### src/rtl/dsh_pkg.sv
// shared types, widths, codes and tables for the horn slope block
package dsh_pkg;

    // raster geometry and sample format
    localparam int MAX_COLUMNS  = 4096;
    localparam int COL_W        = $clog2(MAX_COLUMNS);
    localparam int SAMPLE_W     = 32;
    localparam int LEN_W        = 13;
    localparam int CELL_W       = 24;
    localparam int CFG_IDX_W    = 3;

    // register indexes on the configuration port
    localparam logic [CFG_IDX_W-1:0] CFG_ROW_LENGTH   = 3'd0;
    localparam logic [CFG_IDX_W-1:0] CFG_NODATA_VALUE = 3'd1;
    localparam logic [CFG_IDX_W-1:0] CFG_CELL_SIZE    = 3'd2;
    localparam logic [CFG_IDX_W-1:0] CFG_SLOPE_MODE   = 3'd3;

    // reset values of the registers
    localparam logic [LEN_W-1:0]    RST_ROW_LENGTH   = 13'd4096;
    localparam logic [SAMPLE_W-1:0] RST_NODATA_VALUE = 32'hFFD8_F000;
    localparam logic [CELL_W-1:0]   RST_CELL_SIZE    = 24'd256;

    // gradient and square root datapath widths
    localparam int GRAD_W  = 35;
    localparam int MAG_W   = 34;
    localparam int SQ_W    = 2 * MAG_W;
    localparam int SUM_W   = SQ_W + 1;
    localparam int RAD_W   = 102;
    localparam int ROOT_W  = RAD_W / 2;
    localparam int REM_W   = ROOT_W + 4;
    localparam int DVS_W   = CELL_W + 3;
    localparam int DREM_W  = DVS_W + 1;
    localparam int TAN_W   = 41;
    localparam int PCT_W   = 48;
    localparam int CX_W    = 64;
    localparam int ANG_W   = 25;
    localparam int CNT_W   = 6;

    // iteration counts of the shared sequential units
    localparam int ROOT_STEPS   = ROOT_W;
    localparam int DIV_STEPS    = ROOT_W;
    localparam int CORDIC_STEPS = 23;

    localparam logic [TAN_W-1:0] TAN_CAP   = 41'h100_0000_0000;
    localparam logic [ANG_W-1:0] DEG90_Q16 = 25'd5898240;
    localparam logic [SAMPLE_W-1:0] PCT_MAX = 32'h7FFF_FFFF;

    // arctangent of 2^-i in Q.16 degrees
    function automatic logic [ANG_W-1:0] atan_q16(input logic [4:0] idx);
        logic [ANG_W-1:0] v;
        case (idx)
            5'd0:    v = 25'd2949120;
            5'd1:    v = 25'd1740967;
            5'd2:    v = 25'd919879;
            5'd3:    v = 25'd466945;
            5'd4:    v = 25'd234379;
            5'd5:    v = 25'd117304;
            5'd6:    v = 25'd58666;
            5'd7:    v = 25'd29335;
            5'd8:    v = 25'd14668;
            5'd9:    v = 25'd7334;
            5'd10:   v = 25'd3667;
            5'd11:   v = 25'd1833;
            5'd12:   v = 25'd917;
            5'd13:   v = 25'd458;
            5'd14:   v = 25'd229;
            5'd15:   v = 25'd115;
            5'd16:   v = 25'd57;
            5'd17:   v = 25'd29;
            5'd18:   v = 25'd14;
            5'd19:   v = 25'd7;
            5'd20:   v = 25'd4;
            5'd21:   v = 25'd2;
            5'd22:   v = 25'd1;
            default: v = 25'd0;
        endcase
        return v;
    endfunction

    // controller states
    typedef enum logic [3:0] {
        S_IDLE,
        S_READ,
        S_DECIDE,
        S_SQX,
        S_SQY,
        S_SUM,
        S_ROOT,
        S_DIVI,
        S_DIV,
        S_CAP,
        S_CORD,
        S_FIN,
        S_EMIT1,
        S_EMIT2
    } t_state;

    // commands from controller to datapath
    typedef struct packed {
        logic accept;
        logic ram_wr;
        logic latch_grad;
        logic sq_x;
        logic sq_y;
        logic init_root;
        logic step_root;
        logic init_div;
        logic step_div;
        logic cap;
        logic step_cord;
        logic fin;
        logic load_out;
        logic out_nod;
        logic out_last;
    } t_cmd;

    // status from datapath to controller
    typedef struct packed {
        logic act;
        logic col0;
        logic cmp;
        logic sec;
        logic win_nod;
        logic mode;
        logic tan_zero;
        logic root_done;
        logic div_done;
        logic cord_done;
        logic out_free;
    } t_status;

endpackage

### src/rtl/dsh_ctrl.sv
// controller: sequences one item through read, compute and result delivery
module dsh_ctrl (
    input  logic             i_clk,
    input  logic             i_rst_n,
    input  logic             i_valid,
    input  dsh_pkg::t_status i_st,
    output logic             o_ready,
    output dsh_pkg::t_cmd    o_cmd
);
    import dsh_pkg::*;

    t_state r_state, n_state;
    logic   r_first_nod, n_first_nod;

    // state registers
    always_ff @(posedge i_clk) begin
        if (!i_rst_n) begin
            r_state     <= S_IDLE;
            r_first_nod <= 1'b0;
        end else begin
            r_state     <= n_state;
            r_first_nod <= n_first_nod;
        end
    end

    // next state
    always_comb begin
        n_state     = r_state;
        n_first_nod = r_first_nod;
        case (r_state)
            S_IDLE: begin
                if (i_valid) n_state = S_READ;
            end
            S_READ: n_state = S_DECIDE;
            S_DECIDE: begin
                n_first_nod = i_st.col0 || i_st.win_nod;
                if (!i_st.act) begin
                    n_state = S_IDLE;
                end else if (i_st.col0) begin
                    n_state = S_EMIT1;
                end else if (i_st.cmp) begin
                    n_state = i_st.win_nod ? S_EMIT1 : S_SQX;
                end else begin
                    n_state = i_st.sec ? S_EMIT2 : S_IDLE;
                end
            end
            S_SQX:  n_state = S_SQY;
            S_SQY:  n_state = S_SUM;
            S_SUM:  n_state = S_ROOT;
            S_ROOT: begin
                if (i_st.root_done) n_state = S_DIVI;
            end
            S_DIVI: n_state = S_DIV;
            S_DIV: begin
                if (i_st.div_done) n_state = S_CAP;
            end
            S_CAP: begin
                n_state = (i_st.mode || i_st.tan_zero) ? S_EMIT1 : S_CORD;
            end
            S_CORD: begin
                if (i_st.cord_done) n_state = S_FIN;
            end
            S_FIN: n_state = S_EMIT1;
            S_EMIT1: begin
                if (i_st.out_free) n_state = i_st.sec ? S_EMIT2 : S_IDLE;
            end
            S_EMIT2: begin
                if (i_st.out_free) n_state = S_IDLE;
            end
            default: n_state = S_IDLE;
        endcase
    end

    // commands
    always_comb begin
        o_cmd   = '0;
        o_ready = 1'b0;
        case (r_state)
            S_IDLE: begin
                o_ready      = 1'b1;
                o_cmd.accept = i_valid;
            end
            S_READ:   o_cmd.ram_wr     = 1'b1;
            S_DECIDE: o_cmd.latch_grad = 1'b1;
            S_SQX:    o_cmd.sq_x       = 1'b1;
            S_SQY:    o_cmd.sq_y       = 1'b1;
            S_SUM:    o_cmd.init_root  = 1'b1;
            S_ROOT:   o_cmd.step_root  = 1'b1;
            S_DIVI:   o_cmd.init_div   = 1'b1;
            S_DIV:    o_cmd.step_div   = 1'b1;
            S_CAP:    o_cmd.cap        = 1'b1;
            S_CORD:   o_cmd.step_cord  = 1'b1;
            S_FIN:    o_cmd.fin        = 1'b1;
            S_EMIT1: begin
                o_cmd.load_out = i_st.out_free;
                o_cmd.out_nod  = r_first_nod;
                o_cmd.out_last = !i_st.sec;
            end
            S_EMIT2: begin
                o_cmd.load_out = i_st.out_free;
                o_cmd.out_nod  = 1'b1;
                o_cmd.out_last = 1'b1;
            end
            default: ;
        endcase
    end

`ifndef SYNTH
    // accepted item goes straight to the buffer read
    a_accept_read: assert property (@(posedge i_clk) disable iff (!i_rst_n)
        o_cmd.accept |=> r_state == S_READ)
        else $error("accepted item did not go to read");

    // a first result that is not last is always followed by the border result
    a_second_follows: assert property (@(posedge i_clk) disable iff (!i_rst_n)
        (o_cmd.load_out && !o_cmd.out_last) |=> r_state == S_EMIT2)
        else $error("missing second result of the item");

    // second result is always nodata and last
    a_second_nod: assert property (@(posedge i_clk) disable iff (!i_rst_n)
        (r_state == S_EMIT2 && o_cmd.load_out) |-> (o_cmd.out_nod && o_cmd.out_last))
        else $error("second result not flagged as border");

    // root stays in its loop until the final digit
    a_root_loop: assert property (@(posedge i_clk) disable iff (!i_rst_n)
        (r_state == S_ROOT && !i_st.root_done) |=> r_state == S_ROOT)
        else $error("square root left early");
`endif
endmodule

### config.mk
export PLATFORM = sky130hd
export DESIGN_NAME = dsh_ctrl
export DESIGN_NICKNAME = d
export VERILOG_FILES = /design/src/rtl/dsh_pkg.sv /design/src/rtl/dsh_ctrl.sv
export SDC_FILE = /design/constraint.sdc
export NUM_CORES = 1
export LEC_CHECK = 0
export BUFFER_PORTS_ARGS = -buffer_cell sky130_fd_sc_hd__buf_4
export CAP_MARGIN = 15
export CORE_MARGIN = 3
export CORE_UTILIZATION = 39
export DETAILED_ROUTE_END_ITERATION = 8
export GPL_TIMING_DRIVEN = 1
export PLACE_DENSITY = 0.71
export SETUP_SLACK_MARGIN = 0.05
export SLEW_MARGIN = 10
export SYNTH_ARGS = -nofsm -noshare
export SYNTH_HDL_FRONTEND = slang
export SYNTH_SLANG_ARGS = --single-unit
### constraint.sdc
create_clock -name i_clk -period 1.26 [get_ports i_clk]
set_input_delay 0 -clock i_clk [delete_from_list [all_inputs] [get_ports i_clk]]
set_output_delay 0 -clock i_clk [all_outputs]
set_load 0.02 [all_outputs]
==> impl_metrics.env, run 1 <==
export IMPL_netlist_area_leader_share_pct=17.13
export IMPL_ios=30
export IMPL_grt_max_degree=10
export IMPL_grt_worst_setup_endpoint="r_state[0]$_SDFFE_PN0P_/D"
export IMPL_portBuffers=29
export IMPL_ctsHoldBuffers=0
export IMPL_dp_slack_ps=-132.4
export IMPL_ys_types=31
export IMPL_synth_edf_count=0
export IMPL_stop_error="[ERROR DPL-0038] Utilization greater than 100%, impossible to legalize"
export IMPL_ys_warn_count=0
export IMPL_clock_sinks=5
export IMPL_fp_dieH_um=44.71
export IMPL_synth_seq_cells=5
export IMPL_syn_num_nets=98
export IMPL_cts_buffer_depth=2
export IMPL_status="did not finish"
export IMPL_post_dp_hpwl_mm=1.594
export IMPL_htreeDepth=1
export IMPL_syn_instance_count=84
export IMPL_numCtsBuffers=3
export IMPL_worst_endpoint_kind="register input"
export IMPL_synth_top_area_cell="dfxtp_1"
export IMPL_rows=13
export IMPL_dpl_cell_count=143
export IMPL_netlist_area_um2=584.3
export IMPL_synthTopCellsByCount="nor2_1 (9), nor3_1 (9), nand2_1 (8), a21oi_1 (7), buf_2 (6)"
export IMPL_ys_flop_type="dfxtp_1"
export IMPL_place_congestion=0.7941
export IMPL_syn_area_per_cell_um2=6.956
export IMPL_start_util_pct=43.28
export IMPL_stop_stage="global routing"
export IMPL_dieWidth_um=44.71
export IMPL_root_buffer="clkbuf_4"
export IMPL_async_reset_ff_share_pct=0
export IMPL_ys_seq_area_share_pct=17.13
export IMPL_synthTopCellsByArea="dfxtp_1 (17%), nor3_1 (7.7%), a21oi_1 (6.0%)"
==> timing repair <==
action	in CTS
endpoints found under the hold margin	0
endpoints found under the setup margin	21
gates cloned	0
setup buffers	6
pin swaps	10
gates resized for setup	44
==> through the flow <==
step / cell area, µm² / hold WS, ps
2_1_floorplan: 626.9 / 117.6
3_3_place_gp: 984.7 / 286.9
3_5_place_dp: 984.7 / 275.8
4_1_cts: 1211 / 27.45
==> kinds of logic after synthesis <==
| logic type | Yosys count | synth area share [%] |
|---|---|---|
| AO/OA/AOI/OAI | 23 | 25.48 |
| buffers and inverters | 8 | 7.066 |
| flip-flops | 5 | 17.13 |
| AND/OR/NAND/NOR | 48 | 50.32 |
==> run 2: changes to the inputs <==
--- a/config.mk
+++ b/config.mk
@@ -7,12 +7,11 @@
 export LEC_CHECK = 0
 export BUFFER_PORTS_ARGS = -buffer_cell sky130_fd_sc_hd__buf_4
 export CAP_MARGIN = 15
-export CORE_MARGIN = 3
-export CORE_UTILIZATION = 39
+export CORE_AREA = 3 3 64 66
 export DETAILED_ROUTE_END_ITERATION = 8
+export DIE_AREA = 0 0 67 69
 export GPL_TIMING_DRIVEN = 1
-export PLACE_DENSITY = 0.71
-export SETUP_SLACK_MARGIN = 0.05
+export PLACE_DENSITY_LB_ADDON = 0.15
 export SLEW_MARGIN = 10
 export SYNTH_ARGS = -nofsm -noshare
 export SYNTH_HDL_FRONTEND = slang
==> constraint.sdc (replaced) <==
create_clock -name i_clk -period 1.65 [get_ports i_clk]
set_input_delay 0 -clock i_clk [delete_from_list [all_inputs] [get_ports i_clk]]
set_output_delay 0 -clock i_clk [all_outputs]
set_load 0.02 [all_outputs]
==> run 2 against run 1 <==
- the run now ends clean
- area after synthesis is the same
- synthesized cell count is the same
==> impl_metrics.env, run 2 <==
export IMPL_yosys_area_share_simple_pct=50.32
export IMPL_critical_path_required_ps=1800
export IMPL_synth_fa_ha_area_share_pct=0
export IMPL_area_growth_pct=61.24
export IMPL_htreeDepth=1
export IMPL_place_congestion=0.7622
export IMPL_power_internal_w=0.0005554
export IMPL_timing_final_hold_violations=0
export IMPL_grt_pass1_vias=690
export IMPL_fmax_mhz=691.3
export IMPL_ant_nets=0
export IMPL_largest_reg_flops=4
export IMPL_mostFrequentLayoutCell="buf_4"
export IMPL_drcViolationCount=0
export IMPL_portBuffers=29
export IMPL_drt_total_wl_mm=2.074
export IMPL_reg_largest_list="r_state x4, r_first_nod x1"
export IMPL_nets=132
export IMPL_drv_slew=0
export IMPL_antenna_cells=0
export IMPL_netlist_area_um2=584.3
export IMPL_setup_tns_ps=0
export IMPL_top_layer="met4"
export IMPL_fp_coreArea_mm2=0.003633
export IMPL_end_kind="flop"
export IMPL_ys_warn_count=0
export IMPL_ios=30
export IMPL_crit_fanout=11
export IMPL_setup_viol=0
export IMPL_synth_compound_area_share_pct=25.48
export IMPL_switching_share_pct=40.65
export IMPL_powerDensity_mw_per_mm2=993.2
export IMPL_die_area_mm2=0.004623
export IMPL_total_power_w=0.0009358
export IMPL_period_needed_ps=1446
export IMPL_drtIter0Drc=25
export IMPL_grt_max_degree=20
export IMPL_synth_mux_area_fraction_pct=0
export IMPL_pwr_share_clk_pct=24.0
export IMPL_wl_met1_um=934
export IMPL_async_reset_ff_share_pct=0
export IMPL_netlist_area_leader_share_pct=17.13
export IMPL_post_dp_hpwl_mm=1.619
export IMPL_first_pass_iters=4
export IMPL_root_buffer="clkbuf_8"
export IMPL_wl_met2_um=986
export IMPL_worstSetupPathType="flop to flop"
export IMPL_period_share_pct=87.66
export IMPL_synthTopCellsByCount="nor2_1 (9), nor3_1 (9), nand2_1 (8), a21oi_1 (7), buf_2 (6)"
export IMPL_ir_worst_vdd_uv=316.5
export IMPL_syn_instance_count=84
export IMPL_final_cell_mix="buf_4 (35), nor3_1 (9), nor2_1 (9)"
export IMPL_met3_length_um=138
export IMPL_insertion_delay_ps=220
export IMPL_grt_ovfl_total=0
export IMPL_synth_top_family_by_area="simple AND/OR/NAND/NOR gates"
export IMPL_dieWidth_um=67
export IMPL_critPathArrivalTime_ps=1600
export IMPL_fp_dieH_um=69
export IMPL_syn_num_nets=98
export IMPL_via_per_inst=4.448
export IMPL_cts_buffer_depth=2
export IMPL_synth_seq_cells=5
export IMPL_seqPwrFrac_pct=20.1
export IMPL_clk_pin_slew_ps=40
export IMPL_p_comb_share_pct=56.0
export IMPL_slew_headroom_pct=77.23
export IMPL_cts_tree="yes"
export IMPL_clock_sinks=5
export IMPL_grt_pass1_wl_mm=3.229
export IMPL_synth_edf_count=0
export IMPL_p_leak_nw=0.3835
export IMPL_dr_total_vias=734
export IMPL_top_register="r_state"
export IMPL_drive_gt1_share_pct=38.46
export IMPL_synth_top_area_cell="dfxtp_1"
export IMPL_syn_area_per_cell_um2=6.956
export IMPL_ctsHoldBuffers=0
export IMPL_p_switching_w=0.0003804
export IMPL_fin_skew_ps=1.778
export IMPL_ys_seq_area_share_pct=17.13
export IMPL_synthXorXnorAreaFrac_pct=0
export IMPL_status="finished clean"
export IMPL_synthTopCellsByArea="dfxtp_1 (17%), nor3_1 (7.7%), a21oi_1 (6.0%)"
export IMPL_post_drt_wl_per_cell_um=12.57
export IMPL_worst_pin_slew_ps=341.0
export IMPL_rsz0062_at_grt="no"
export IMPL_rows=22
export IMPL_ys_flop_type="dfxtp_1"
export IMPL_numCtsBuffers=3
export IMPL_grtUsageTotal_pct=8.952
export IMPL_antenna_found_initial=0
export IMPL_start_util_pct=16.08
export IMPL_hold_class="input pin to flop"
export IMPL_maxCapViolCount=0
export IMPL_crit_path_start_kind="flop"
export IMPL_ys_types=31
-- run 2: cell counts after synthesis --
No cell type changed its count.
-- run 2: stage by stage --
step                      setup WS [ps]  instance area (µm²)  hold slack [ps]  cells  utilization (%)
after floorplan                   194.4                590.6            117.5     84                -
after global placement            84.49                895.9            281.2    161            24.66
after detailed placement          120.6                895.9            268.0    161            24.66
after CTS                         103.3                940.9            48.83    165            25.90
after global routing              39.11                942.2            67.76    165            25.93
final                             203.5                942.2            50.50    165            25.93
-- run 2: routing by layer --
metal | up-vias | global-route usage (%)
met5 | - | 0
met4 | 0 | 2.703
met3 | 2 | 2.443
met2 | 22 | 13.32
met1 | 335 | 12.38
li1 | 375 | -
-- run 2: logic make-up after synthesis --
logic type / count (synthesis)
compound gates: 23
buf+inv: 8
flops: 5
simple gates: 48
-- run 2: worst paths after layout --
check	from	endpoint	slack [ps]	cells past startpoint
setup / recovery	r_state[1]	r_state[3]	200	4
hold / removal	i_rst_n	r_state[1]	50	2
setup reg to reg	r_state[1]	r_state[3]	200	4
hold reg to reg	r_first_nod	r_first_nod	490	1
-- run 2: final cells by class --
cell class / count / area [µm²]
fillers: 434 / 2691
multi-input cells: 71 / 449.2
repair buffers: 36 / 282.8
flip-flops and latches: 5 / 101.3
well taps: 48 / 60.06
clock buffers: 4 / 45.04
inverters: 1 / 3.754
-- run 2: critical path, stage by stage, from the launching register on --
cell and delay (ps):
dfxtp_1 400, buf_4 220, or4_1 500, a21bo_1 210, o21ai_2 50
-- run 2: timing repair --
action	in CTS	in global routing
setup endpoints to repair	0	1
endpoints found under the hold margin	0	0
setup buffers	0	0
resized for setup	0	1
-- run 2: power by group through the flow --
stage	logic, W	registers, W	clock network, W
after floorplan	0.000343	0.000164	0
after global placement	0.000532	0.000189	0
after detailed placement	0.000530	0.000189	0
after CTS	0.000532	0.000187	0.000230
after global routing	0.000573	0.000193	0.000243
final	0.000524	0.000188	0.000224
Note: power is estimated with default switching activity, not from simulation.
==> run 3: changes to the inputs <==
--- a/config.mk
+++ b/config.mk
@@ -11,7 +11,7 @@
 export DETAILED_ROUTE_END_ITERATION = 8
 export DIE_AREA = 0 0 67 69
 export GPL_TIMING_DRIVEN = 1
-export PLACE_DENSITY_LB_ADDON = 0.15
+export PLACE_DENSITY = 0.37
 export SLEW_MARGIN = 10
 export SYNTH_ARGS = -nofsm -noshare
 export SYNTH_HDL_FRONTEND = slang
==> run 3 against run 2 <==
- utilization increased by 0.48 points
- maximum frequency decreased by 0.44%
- clock power about the same
- routed wire length decreased by 2.9%
- worst setup slack got worse by 6.3 ps
- combinational power decreased by 2%
- cell count increased by 1.2%
- non-clock buffer count increased by 2
- sequential cell count unchanged
- critical path depth increased by 1
- count of clock-buffer cells in the layout decreased by 1
- die area unchanged
- largest cell class unchanged
- largest power group unchanged
==> impl_metrics.env, run 3 (same netlist as run 2, synthesis figures left out) <==
export IMPL_rsz0062_at_grt="no"
export IMPL_crit_path_start_kind="flop"
export IMPL_top_register="r_state"
export IMPL_nFillCells=410
export IMPL_grt_pass1_wl_mm=3.325
export IMPL_slowest_stage="or4_1"
export IMPL_dieWidth_um=67
export IMPL_cts_tree="yes"
export IMPL_slew_headroom_pct=78.43
export IMPL_mostFrequentLayoutCell="buf_4"
export IMPL_antenna_cells=0
export IMPL_dr_total_vias=758
export IMPL_critPathArrivalTime_ps=1600
export IMPL_die_area_mm2=0.004623
export IMPL_worstSetupPathType="flop to flop"
export IMPL_drtIter0Drc=19
export IMPL_numCtsBuffers=3
export IMPL_grtUsageTotal_pct=9.112
export IMPL_antenna_found_initial=0
export IMPL_fmax_mhz=688.3
export IMPL_period_share_pct=88.05
export IMPL_clock_sinks=5
export IMPL_fp_dieH_um=69
export IMPL_p_leak_nw=0.3962
export IMPL_clk_pin_slew_ps=40
export IMPL_slowest_delay_ps=410
export IMPL_setup_tns_ps=0
export IMPL_crit_chain="buf_4 > nand2b_4 > or4_1 > a21bo_1 > o21ai_2"
export IMPL_drcViolationCount=0
export IMPL_period_needed_ps=1453
export IMPL_largest_reg_flops=4
export IMPL_grt_pass1_vias=743
export IMPL_rows=22
export IMPL_critical_path_required_ps=1800
export IMPL_place_congestion=0.7680
export IMPL_crit_fanout=9
export IMPL_grt_ovfl_total=0
export IMPL_ir_worst_vdd_uv=325.2
export IMPL_insertion_delay_ps=220
export IMPL_post_drt_wl_per_cell_um=12.06
export IMPL_ios=30
export IMPL_end_kind="flop"
export IMPL_post_cts_buffers=0
export IMPL_nets=134
export IMPL_start_util_pct=16.08
export IMPL_drv_slew=0
export IMPL_fp_coreArea_mm2=0.003633
export IMPL_powerDensity_mw_per_mm2=976.7
export IMPL_timing_final_hold_violations=0
export IMPL_htreeDepth=1
export IMPL_portBuffers=29
export IMPL_area_growth_pct=64.24
export IMPL_hold_class="input pin to flop"
export IMPL_grt_max_degree=13
export IMPL_first_pass_iters=4
export IMPL_drive_gt1_share_pct=41.18
export IMPL_drt_total_wl_mm=2.014
export IMPL_status="finished clean"
export IMPL_via_per_inst=4.539
export IMPL_cts_buffer_depth=2
export IMPL_worst_pin_slew_ps=320.6
export IMPL_ant_nets=0
export IMPL_holdWs_ps=47.52
export IMPL_reg_largest_list="r_state x4, r_first_nod x1"
export IMPL_post_dp_hpwl_mm=1.673
export IMPL_fin_skew_ps=4.406
export IMPL_root_buffer="clkbuf_8"
export IMPL_final_cell_mix="buf_4 (37), nor3_1 (9), nor2_1 (9)"
export IMPL_setup_viol=0
export IMPL_maxCapViolCount=0
==> run 3: changes by cell type in the layout (fill, tap and decap cells not counted), sizes merged <==
cell | previous run | this run
buf | 36 | 38
clkbuf | 4 | 3
clkinv | 0 | 1
==> run 3: cell type report <==
class / instances / area [µm²] / share of cell area [%]
Clock inverter: 1 / 5.005 / 0.5215
Sequential cell: 5 / 102.6 / 10.69
Tap cell: 48 / 60.06 / 6.258
Inverter: 1 / 3.754 / 0.3911
Timing Repair Buffer: 38 / 297.8 / 31.03
Clock buffer: 3 / 41.29 / 4.302
Multi-Input combinational cell: 71 / 449.2 / 46.81
==> run 3: power breakdown <==
group	internal, W	switching [W]	total (W)
Combinational	0.000244	0.000267	0.000512
Sequential	0.000149	0.0000523	0.000201
Clock	0.000162	0.0000622	0.000225
==> run 3: path summary, 6_finish.rpt <==
path,start,end,slack [ps],cells after the start
setup reg to reg,r_state[2],r_state[3],200,5
setup / recovery,r_state[2],r_state[3],200,5
hold / removal,i_rst_n,r_state[1],50,2
hold reg to reg,r_first_nod,r_first_nod,500,1
==> run 3: worst max-delay path: cells and delay by family (launching register included) <==
kind | cells | cell delay [ps]
buffers and inverters | 1 | 190
flip-flops | 1 | 360
AND/OR/NAND/NOR | 2 | 570
AO/OA/AOI/OAI | 2 | 260
==> run 3: per-layer routing <==
metal / vias to the layer above / track usage [%] / wire length [µm]
met5: - / 0 / 0
met4: 0 / 1.351 / 6
met3: 2 / 3.746 / 178
met2: 30 / 14.30 / 888
met1: 348 / 11.78 / 940
li1: 378 / - / -
==> run 3: repair_timing <==
action	in CTS	in global routing
resized for setup	0	2
setup endpoints to repair	0	4
hold buffers	0	0
==> run 3: stage by stage <==
| stage | util, % | cells | power, W | instance area, µm² | setup slack [ps] |
|---|---|---|---|---|---|
| after floorplan | - | 84 | 0.0005068 | 590.6 | 194.4 |
| after detailed placement | 25.07 | 163 | 0.0007178 | 910.9 | 116.1 |
| after global routing | 26.41 | 167 | 0.001007 | 959.7 | 43.68 |
| final | 26.41 | 167 | 0.0009373 | 959.7 | 197.2 |
| after global placement | 25.07 | 163 | 0.0007280 | 910.9 | 114.3 |
| after CTS | 26.34 | 167 | 0.0009503 | 957.2 | 67.65 |
